[config.mk]
export PLATFORM = sky130hd
export DESIGN_NAME = fca_ctrl
export DESIGN_NICKNAME = d
export VERILOG_FILES = /design/src/sv/fca_pkg.sv /design/src/sv/fca_ctrl.sv
export SDC_FILE = /design/constraint.sdc
export NUM_CORES = 1
export LEC_CHECK = 0
export BUFFER_PORTS_ARGS = -buffer_cell sky130_fd_sc_hd__buf_2
export CORE_MARGIN = 5
export CORE_UTILIZATION = 50
export CTS_BUF_LIST = sky130_fd_sc_hd__clkbuf_8
export DETAILED_ROUTE_END_ITERATION = 16
export PLACE_DENSITY = 0.83
export SYNTH_ARGS = -nofsm -noshare
export SYNTH_HDL_FRONTEND = slang
export SYNTH_SLANG_ARGS = --single-unit
[constraint.sdc]
create_clock -name clk_i -period 1.7 [get_ports clk_i]
set_clock_uncertainty 0.2 [all_clocks]
set_input_delay 0.17 -clock clk_i [delete_from_list [all_inputs] [get_ports clk_i]]
set_output_delay 0.17 -clock clk_i [all_outputs]
set_load 0.1 [all_outputs]
[src/sv/fca_pkg.sv]
`default_nettype none
package fca_pkg;

  localparam int unsigned KIND_W = 3;
  localparam int unsigned KEY_W  = 64;
  localparam int unsigned BID_W  = 10;
  localparam int unsigned STAT_W = 3;
  localparam int unsigned BIU_W  = 11;
  localparam int unsigned TBL_W  = 7;
  localparam int unsigned CFG_W  = 11;
  localparam int unsigned CFG_IDX_W = 1;

  localparam logic [CFG_IDX_W-1:0] CFG_BLOCKS_IN_USE = 1'b0;
  localparam logic [CFG_IDX_W-1:0] CFG_TABLE_BLOCKS  = 1'b1;

  localparam logic [BIU_W-1:0] BIU_RESET = 11'd1024;
  localparam logic [TBL_W-1:0] TBL_RESET = 7'd13;
  localparam int unsigned      TBL_OFFSET = 2;

  typedef enum logic [KIND_W-1:0] {
    KIND_FORMAT = 3'd0,
    KIND_CREATE = 3'd1,
    KIND_APPEND = 3'd2,
    KIND_DELETE = 3'd3,
    KIND_NEXT   = 3'd4,
    KIND_FIRST  = 3'd5,
    KIND_REMOVE = 3'd6
  } kind_e;

  typedef enum logic [STAT_W-1:0] {
    ST_OK          = 3'd0,
    ST_NOT_FOUND   = 3'd1,
    ST_EXISTS      = 3'd2,
    ST_DIR_FULL    = 3'd3,
    ST_DISK_FULL   = 3'd4,
    ST_NOT_IN_FILE = 3'd5,
    ST_EMPTY       = 3'd6
  } status_e;

  typedef enum logic [4:0] {
    OP_NONE,
    OP_LOAD,
    OP_FMT,
    OP_SCAN,
    OP_CREATE,
    OP_SETFIRST,
    OP_RD_HEAD,
    OP_RD_CUR,
    OP_POP,
    OP_SETF_ALLOC,
    OP_LINK_TAIL,
    OP_CUR_FIRST,
    OP_STEP,
    OP_NEXTLINK,
    OP_UNLINK,
    OP_FREE_CUR,
    OP_RM_STEP,
    OP_RM_END,
    OP_RES
  } dp_op_e;

  typedef struct packed {
    dp_op_e  op;
    status_e st;
  } dp_cmd_t;

  typedef struct packed {
    logic [KIND_W-1:0] kind;
    logic hit;
    logic scan_done;
    logic free_found;
    logic head_zero;
    logic first_zero;
    logic cur_zero;
    logic cur_is_bid;
    logic n_max;
    logic link_zero;
    logic fmt_last;
  } dp_stat_t;

endpackage
`default_nettype wire

[src/sv/fca_ctrl.sv]
`default_nettype none
module fca_ctrl import fca_pkg::*; (
  input  wire logic     clk_i,
  input  wire logic     rst_ni,
  input  wire logic     in_valid_i,
  output logic          in_stall_o,
  output logic          out_valid_o,
  input  wire logic     out_stall_i,
  input  wire dp_stat_t stat_i,
  output dp_cmd_t       cmd_o
);
  typedef enum logic [3:0] {
    S_IDLE, S_DEC, S_FMT, S_SCAN, S_FOUND, S_POP, S_APP, S_TAIL, S_TAIL_WAIT,
    S_WALK, S_WALK_WAIT, S_HIT_WAIT, S_FREE, S_RM, S_RM_WAIT, S_RES
  } state_e;

  state_e  state_q, state_d;
  status_e st_q, st_d;
  logic    out_valid_q, out_valid_d;

  assign in_stall_o  = (state_q != S_IDLE);
  assign out_valid_o = out_valid_q;

  always_comb begin
    state_d  = state_q;
    st_d     = st_q;
    cmd_o.op = OP_NONE;
    cmd_o.st = st_q;
    out_valid_d = out_valid_q && out_stall_i;
    unique case (state_q)
      S_IDLE: begin
        if (in_valid_i) begin
          cmd_o.op = OP_LOAD;
          state_d  = S_DEC;
        end
      end
      S_DEC: begin
        st_d = ST_OK;
        case (stat_i.kind)
          KIND_FORMAT: state_d = S_FMT;
          KIND_CREATE, KIND_APPEND, KIND_DELETE, KIND_NEXT, KIND_FIRST,
          KIND_REMOVE: state_d = S_SCAN;
          default:     state_d = S_RES;
        endcase
      end
      S_FMT: begin
        cmd_o.op = OP_FMT;
        if (stat_i.fmt_last) state_d = S_RES;
      end
      S_SCAN: begin
        cmd_o.op = OP_SCAN;
        if (stat_i.hit) begin
          if (stat_i.kind == KIND_CREATE) begin
            st_d    = ST_EXISTS;
            state_d = S_RES;
          end else begin
            state_d = S_FOUND;
          end
        end else if (stat_i.scan_done) begin
          state_d = S_RES;
          if (stat_i.kind != KIND_CREATE) begin
            st_d = ST_NOT_FOUND;
          end else if (stat_i.free_found) begin
            state_d = S_FOUND;
          end else begin
            st_d = ST_DIR_FULL;
          end
        end
      end
      S_FOUND: begin
        state_d = S_RES;
        case (stat_i.kind)
          // a create arrives here only with no name match and a free slot
          KIND_CREATE: cmd_o.op = OP_CREATE;
          KIND_APPEND: begin
            if (stat_i.head_zero) begin
              st_d = ST_DISK_FULL;
            end else begin
              cmd_o.op = OP_RD_HEAD;
              state_d  = S_POP;
            end
          end
          KIND_DELETE, KIND_NEXT: begin
            cmd_o.op = OP_CUR_FIRST;
            state_d  = S_WALK;
          end
          KIND_FIRST: cmd_o.op = OP_SETFIRST;
          KIND_REMOVE: begin
            if (stat_i.first_zero) begin
              st_d = ST_EMPTY;
            end else begin
              cmd_o.op = OP_CUR_FIRST;
              state_d  = S_RM;
            end
          end
          default: ;
        endcase
      end
      S_POP: begin
        cmd_o.op = OP_POP;
        state_d  = S_APP;
      end
      S_APP: begin
        if (stat_i.first_zero) begin
          cmd_o.op = OP_SETF_ALLOC;
          state_d  = S_RES;
        end else begin
          cmd_o.op = OP_CUR_FIRST;
          state_d  = S_TAIL;
        end
      end
      S_TAIL: begin
        if (stat_i.n_max) begin
          cmd_o.op = OP_LINK_TAIL;
          state_d  = S_RES;
        end else begin
          cmd_o.op = OP_RD_CUR;
          state_d  = S_TAIL_WAIT;
        end
      end
      S_TAIL_WAIT: begin
        if (stat_i.link_zero) begin
          cmd_o.op = OP_LINK_TAIL;
          state_d  = S_RES;
        end else begin
          cmd_o.op = OP_STEP;
          state_d  = S_TAIL;
        end
      end
      S_WALK: begin
        if (stat_i.n_max || stat_i.cur_zero) begin
          st_d    = ST_NOT_IN_FILE;
          state_d = S_RES;
        end else begin
          cmd_o.op = OP_RD_CUR;
          state_d  = stat_i.cur_is_bid ? S_HIT_WAIT : S_WALK_WAIT;
        end
      end
      S_WALK_WAIT: begin
        cmd_o.op = OP_STEP;
        state_d  = S_WALK;
      end
      S_HIT_WAIT: begin
        if (stat_i.kind == KIND_NEXT) begin
          cmd_o.op = OP_NEXTLINK;
          state_d  = S_RES;
        end else begin
          cmd_o.op = OP_UNLINK;
          state_d  = S_FREE;
        end
      end
      S_FREE: begin
        cmd_o.op = OP_FREE_CUR;
        state_d  = S_RES;
      end
      S_RM: begin
        if (stat_i.n_max || stat_i.cur_zero) begin
          cmd_o.op = OP_RM_END;
          state_d  = S_RES;
        end else begin
          cmd_o.op = OP_RD_CUR;
          state_d  = S_RM_WAIT;
        end
      end
      S_RM_WAIT: begin
        cmd_o.op = OP_RM_STEP;
        state_d  = S_RM;
      end
      S_RES: begin
        // hold until the output register is free
        if (!(out_valid_q && out_stall_i)) begin
          cmd_o.op    = OP_RES;
          out_valid_d = 1'b1;
          state_d     = S_IDLE;
        end
      end
      default: state_d = S_IDLE;
    endcase
  end

  always_ff @(posedge clk_i or negedge rst_ni) begin
    if (!rst_ni) begin
      state_q     <= S_IDLE;
      st_q        <= ST_OK;
      out_valid_q <= 1'b0;
    end else begin
      state_q     <= state_d;
      st_q        <= st_d;
      out_valid_q <= out_valid_d;
    end
  end
endmodule
`default_nettype wire

==> results of run 1 <==
==> repair_timing <==
| item | 4_1_cts |
|---|---|
| setup endpoints to repair | 13 |
| gates resized for setup | 36 |
| endpoints found under the hold margin | 8 |
| hold buffers | 1 |
| buffers inserted | 11 |
| pin swaps | 7 |
==> cell usage after synthesis (all sizes together), types with 2 or more instances <==
cell type | n | area (um2)
nand2b | 4 | 25.0
inv | 2 | 7.50
a22oi | 2 | 15.0
o32ai | 2 | 17.5
dfrtp | 8 | 200
nor4 | 2 | 12.5
a32o | 2 | 20.0
a211oi | 5 | 42.5
a31oi | 5 | 37.5
or2 | 2 | 12.5
o21ai | 18 | 93.8
nand3 | 4 | 20.0
o22ai | 2 | 12.5
buf | 12 | 93.8
nand4 | 2 | 12.5
nor2b | 5 | 31.3
nor2 | 15 | 58.8
nand4bb | 2 | 22.5
nand2 | 17 | 66.3
o211ai | 3 | 22.5
mux2 | 3 | 41.3
clkbuf | 2 | 7.51
a21oi | 12 | 60.1
nor3 | 4 | 25.0
or3 | 3 | 18.8
==> through the flow <==
| step | cell area, um2 | std cells | setup TNS (ns) | utilization (%) | setup WS (ns) |
|---|---|---|---|---|---|
| floorplan | 1200 | 158 | -2.51 | - | -0.559 |
| global placement | 1660 | 242 | -1.84 | 74.9 | -0.199 |
| detailed placement | 1660 | 242 | -2.45 | 74.9 | -0.255 |
| CTS | 1940 | 258 | -2.83 | 87.9 | -0.366 |
==> logic make-up after synthesis <==
group                  synth area share [%]
AOI/OAI and AO/OA                      36.3
muxes                                  4.45
and+or+nand+nor                        32.1
DFF                                    17.4
buffers and inverters                  9.76
==> flow_metrics.py, run 1 <==
metrics = {
    "outcome": {
        "outcome": "stopped before the end",
        "haltStage": "global routing",
        "stop_error": "[ERROR DPL-0038] Utilization greater than 100%, impossible to legalize",
    },
    "floorplanning": {
        "die_x_um": 58.0,
        "die_h_um": 58.0,
        "rows": 17,
        "io_pins": 27,
        "start_util_pct": 52.1,
    },
    "synthesis": {
        "async_reset_ff_share_pct": 100,
        "synth_seq_cells": 8,
        "syn_area_per_cell_um2": 7.30,
        "synth-seq-area-share_pct": 17.4,
        "synth_nets": 175,
        "yosys_warnings": 0,
        "ys.flop_type": "dfrtp_1",
        "synth_cell_types": 56,
        "netlist_instances": 158,
        "syn_area_um2": 1150,
        "synth_edf_count": 0,
    },
    "clocking": {
        "cts_num_sinks": 8,
        "cts_max_path_buffers": 2,
        "htreeDepth": 1,
        "numCtsBuffers": 3,
        "root_buffer": "clkbuf_8",
    },
    "placed_design": {
        "place_congestion": 1.07,
        "io_buffers": 26,
        "dpl.hpwl_um": 3600,
    },
    "timing": {
        "worstEpCategory": "output port",
        "worst_endpoint": "cmd_o[5]",
    },
    "global_routing": {
        "grt_max_degree": 13,
    },
}
==> run 2, diff against run 1 <==
- CORE_AREA: default -> 5 5 66 68
- CORE_MARGIN: 5 -> default
- CORE_UTILIZATION: 50 -> default
- CTS_BUF_LIST: sky130_fd_sc_hd__clkbuf_8 -> default
- DIE_AREA: default -> 0 0 71 73
- PLACE_DENSITY: 0.83 -> default
- PLACE_DENSITY_LB_ADDON: default -> 0.15
- clock period: 1.7 -> 2.2 ns (I/O delays scaled with it)
==> run 2 against run 1 <==
  * The run now ends clean
  * Area after synthesis unchanged
  * Synthesized cell count unchanged
==> flow_metrics.py, run 2 <==
metrics = {
    "outcome": {
        "outcome": "finished, final reports clean",
    },
    "clocking": {
        "clk-insertion-delay-late_ns": 0.23,
        "numCtsBuffers": 3,
        "path_clk_slew_ns": 0.04,
        "root_buffer": "clkbuf_8",
        "htreeDepth": 1,
        "cts_max_path_buffers": 2,
        "cts_num_sinks": 8,
        "cts_tree": "yes",
    },
    "global_routing": {
        "grt_pass1_vias": 1310,
        "grt_max_degree": 20,
        "grt.total_usage_pct": 15.1,
        "grt_pass1_wl_um": 6310,
        "met3_usage_pct": 3.44,
        "use_met1_pct": 20.3,
        "groute.layer.met2.usage_pct": 25.2,
        "grt_overflow": 0,
        "antenna_found_initial": 0,
        "grt_most_used_layer": "met2",
    },
    "synthesis": {
        "synth_common_cells": "nand2_1, nor2_1, o21ai_0",
        "syn_area_per_cell_um2": 7.30,
        "yosysMostFrequentCell": "nand2_1",
        "yosys_warnings": 0,
        "netlist_instances": 158,
        "synth_top_area_share_pct": 17.4,
        "synth_area_leaders": "dfrtp_1, o21ai_0, a21oi_1, nand2_1, buf_6",
        "async_reset_ff_share_pct": 100,
        "synth_edf_count": 0,
        "ys.flop_type": "dfrtp_1",
        "synth_seq_cells": 8,
        "syn_area_um2": 1150,
        "synth_nets": 175,
        "yosys.area.top_type": "dfrtp_1",
        "synth_cell_types": 56,
        "synth-seq-area-share_pct": 17.4,
    },
    "worst_setup_path": {
        "crit_path_frequent_cell": "buf_6",
        "critPathRequiredTime_ns": 1.78,
        "crit_slowest_cell": "dfrtp_2",
        "cp.depth": 6,
        "worstPathArrival_ns": 1.74,
        "reg2reg_depth": 8,
        "r2r-start": "state_q[0]",
        "crit_chain": "buf_6 -> buf_6 -> nor3_4 -> nand4b_1 -> nand4_1 -> buf_12",
        "end_kind": "primary output",
        "critPathBufInv": 3,
        "rr_endpoint": "st_q[2]",
        "path_class": "flip-flop to primary output",
        "rrSetupSlack_ns": 0.06,
        "critPathTopFamily": "simple AND/OR/NAND/NOR gates",
        "slowest_delay_ns": 0.48,
        "start_kind": "flip-flop",
        "cp_max_fo": 7,
    },
    "timing": {
        "rsz0062_at_grt": "true",
        "slew_headroom_pct": 67.7,
        "max_freq_mhz": 462,
        "tightest_slew_ns": 0.488,
        "hold_viol": 0,
        "period_minus_slack_ns": 2.16,
        "setup_viol_count_final": 0,
        "min_period_over_period_pct": 98.3,
        "slew_violations": 0,
    },
    "floorplanning": {
        "start_util_pct": 30.4,
        "rows": 23,
        "die_area_um2": 5180,
        "core_area_um2": 3800,
        "die_h_um": 73,
        "io_pins": 27,
        "die_x_um": 71,
    },
    "worst_hold_path": {
        "min_to": "out_valid_o",
        "min_from": "out_stall_i",
        "hold_depth": 3,
        "hp-class": "primary input to flip-flop",
    },
    "finish": {
        "drive_above_1_share_pct": 41.8,
        "largest_reg_flops": 4,
        "syn_to_final_growth_pct": 42.7,
        "utilization_pct": 43.3,
        "regMostFlops": "state_q",
        "nets": 219,
        "final_cell_mix": "buf_4, buf_2, nand2_1",
        "fill_cells": 413,
        "stdcell_area_um2": 1650,
        "mostFrequentLayoutCell": "buf_4",
        "antenna_cells": 0,
    },
    "drt": {
        "drtAntennaViolNets": 0,
        "wirelength_um": 4010,
        "vias": 1418,
        "drt_first_iter_violations": 161,
        "drtPass1Iterations": 4,
        "drt-wirelength-per-cell_um": 16.0,
        "drc": 0,
        "via_per_inst": 5.65,
    },
    "placed_design": {
        "dpl_cell_area_um2": 1470,
        "place_congestion": 0.910,
        "io_buffers": 26,
        "dpl.hpwl_um": 3020,
    },
    "flow_run": {
        "cap_violations": 0,
    },
}
run 2: cell counts after synthesis:
No cell type changed its count.
run 2: layer usage:
metal | wire length (um) | share of wire (%) | up-vias
met5 | 0 | 0 | -
met4 | 33 | 0.82 | 0
met3 | 233 | 5.8 | 6
met2 | 1900 | 47 | 55
met1 | 1850 | 46 | 669
li1 | - | - | 688
run 2: logic make-up (layout without fill, tap and decap cells):
logic type	count (synthesis)	after routing	synth area share [%]
flops	8	8	17.4
mux	4	4	4.45
buf+inv	17	60	9.76
simple gates	67	67	32.1
compound gates	62	62	36.3
run 2: timing repair:
item / CTS / global route
hold endpoints to repair: 8 / 0
resized for setup: 6 / 10
cloned: 0 / 0
endpoints found under the setup margin: 4 / 3
hold buffers: 1 / 0
pin swaps: 0 / 6
setup buffers: 0 / 10
run 2: cell type report:
type | count | area (um2) | area share (%)
Multi-Input combinational cell | 133 | 878 | 53.3
Timing Repair Buffer | 53 | 440 | 26.7
Sequential cell | 8 | 209 | 12.7
Tap cell | 50 | 62.6 | 3.80
Clock buffer | 4 | 45.0 | 2.74
Inverter | 3 | 11.3 | 0.684
run 2: worst max-delay path by stage:
stage               start       end  slack, ns
2_1_floorplan  state_q[0]  cmd_o[4]      -0.11
3_3_place_gp   state_q[1]   st_q[2]       0.11
3_5_place_dp   state_q[1]   st_q[0]       0.11
4_1_cts        state_q[0]  cmd_o[4]       0.01
5_1_grt        state_q[0]  cmd_o[5]      -0.04
6_report       state_q[0]  cmd_o[5]       0.04
run 2: worst reg2reg max path, stage by stage (launching register included):
cell     delay, ns
dfrtp_2       0.48
buf_6         0.15
buf_6         0.12
nor3_4        0.28
buf_4         0.17
nand2_2       0.07
nor2_2        0.13
o21ai_2       0.10
mux2_4        0.31
run 2: metrics by stage:
stage                     setup TNS, ns  setup slack (ns)  cells  hold slack (ns)
after CTS                             0            0.0135    241           0.0860
after detailed placement              0             0.113    236           -0.127
final                                 0            0.0366    251           0.0998
after global routing            -0.0687           -0.0359    251           0.0904
after global placement                0             0.106    236           -0.128
after floorplan                  -0.355            -0.109    158           -0.276
Power of run 2 is not shown: default switching activity piles up to over one toggle a cycle in this logic, so the estimate is an artifact.
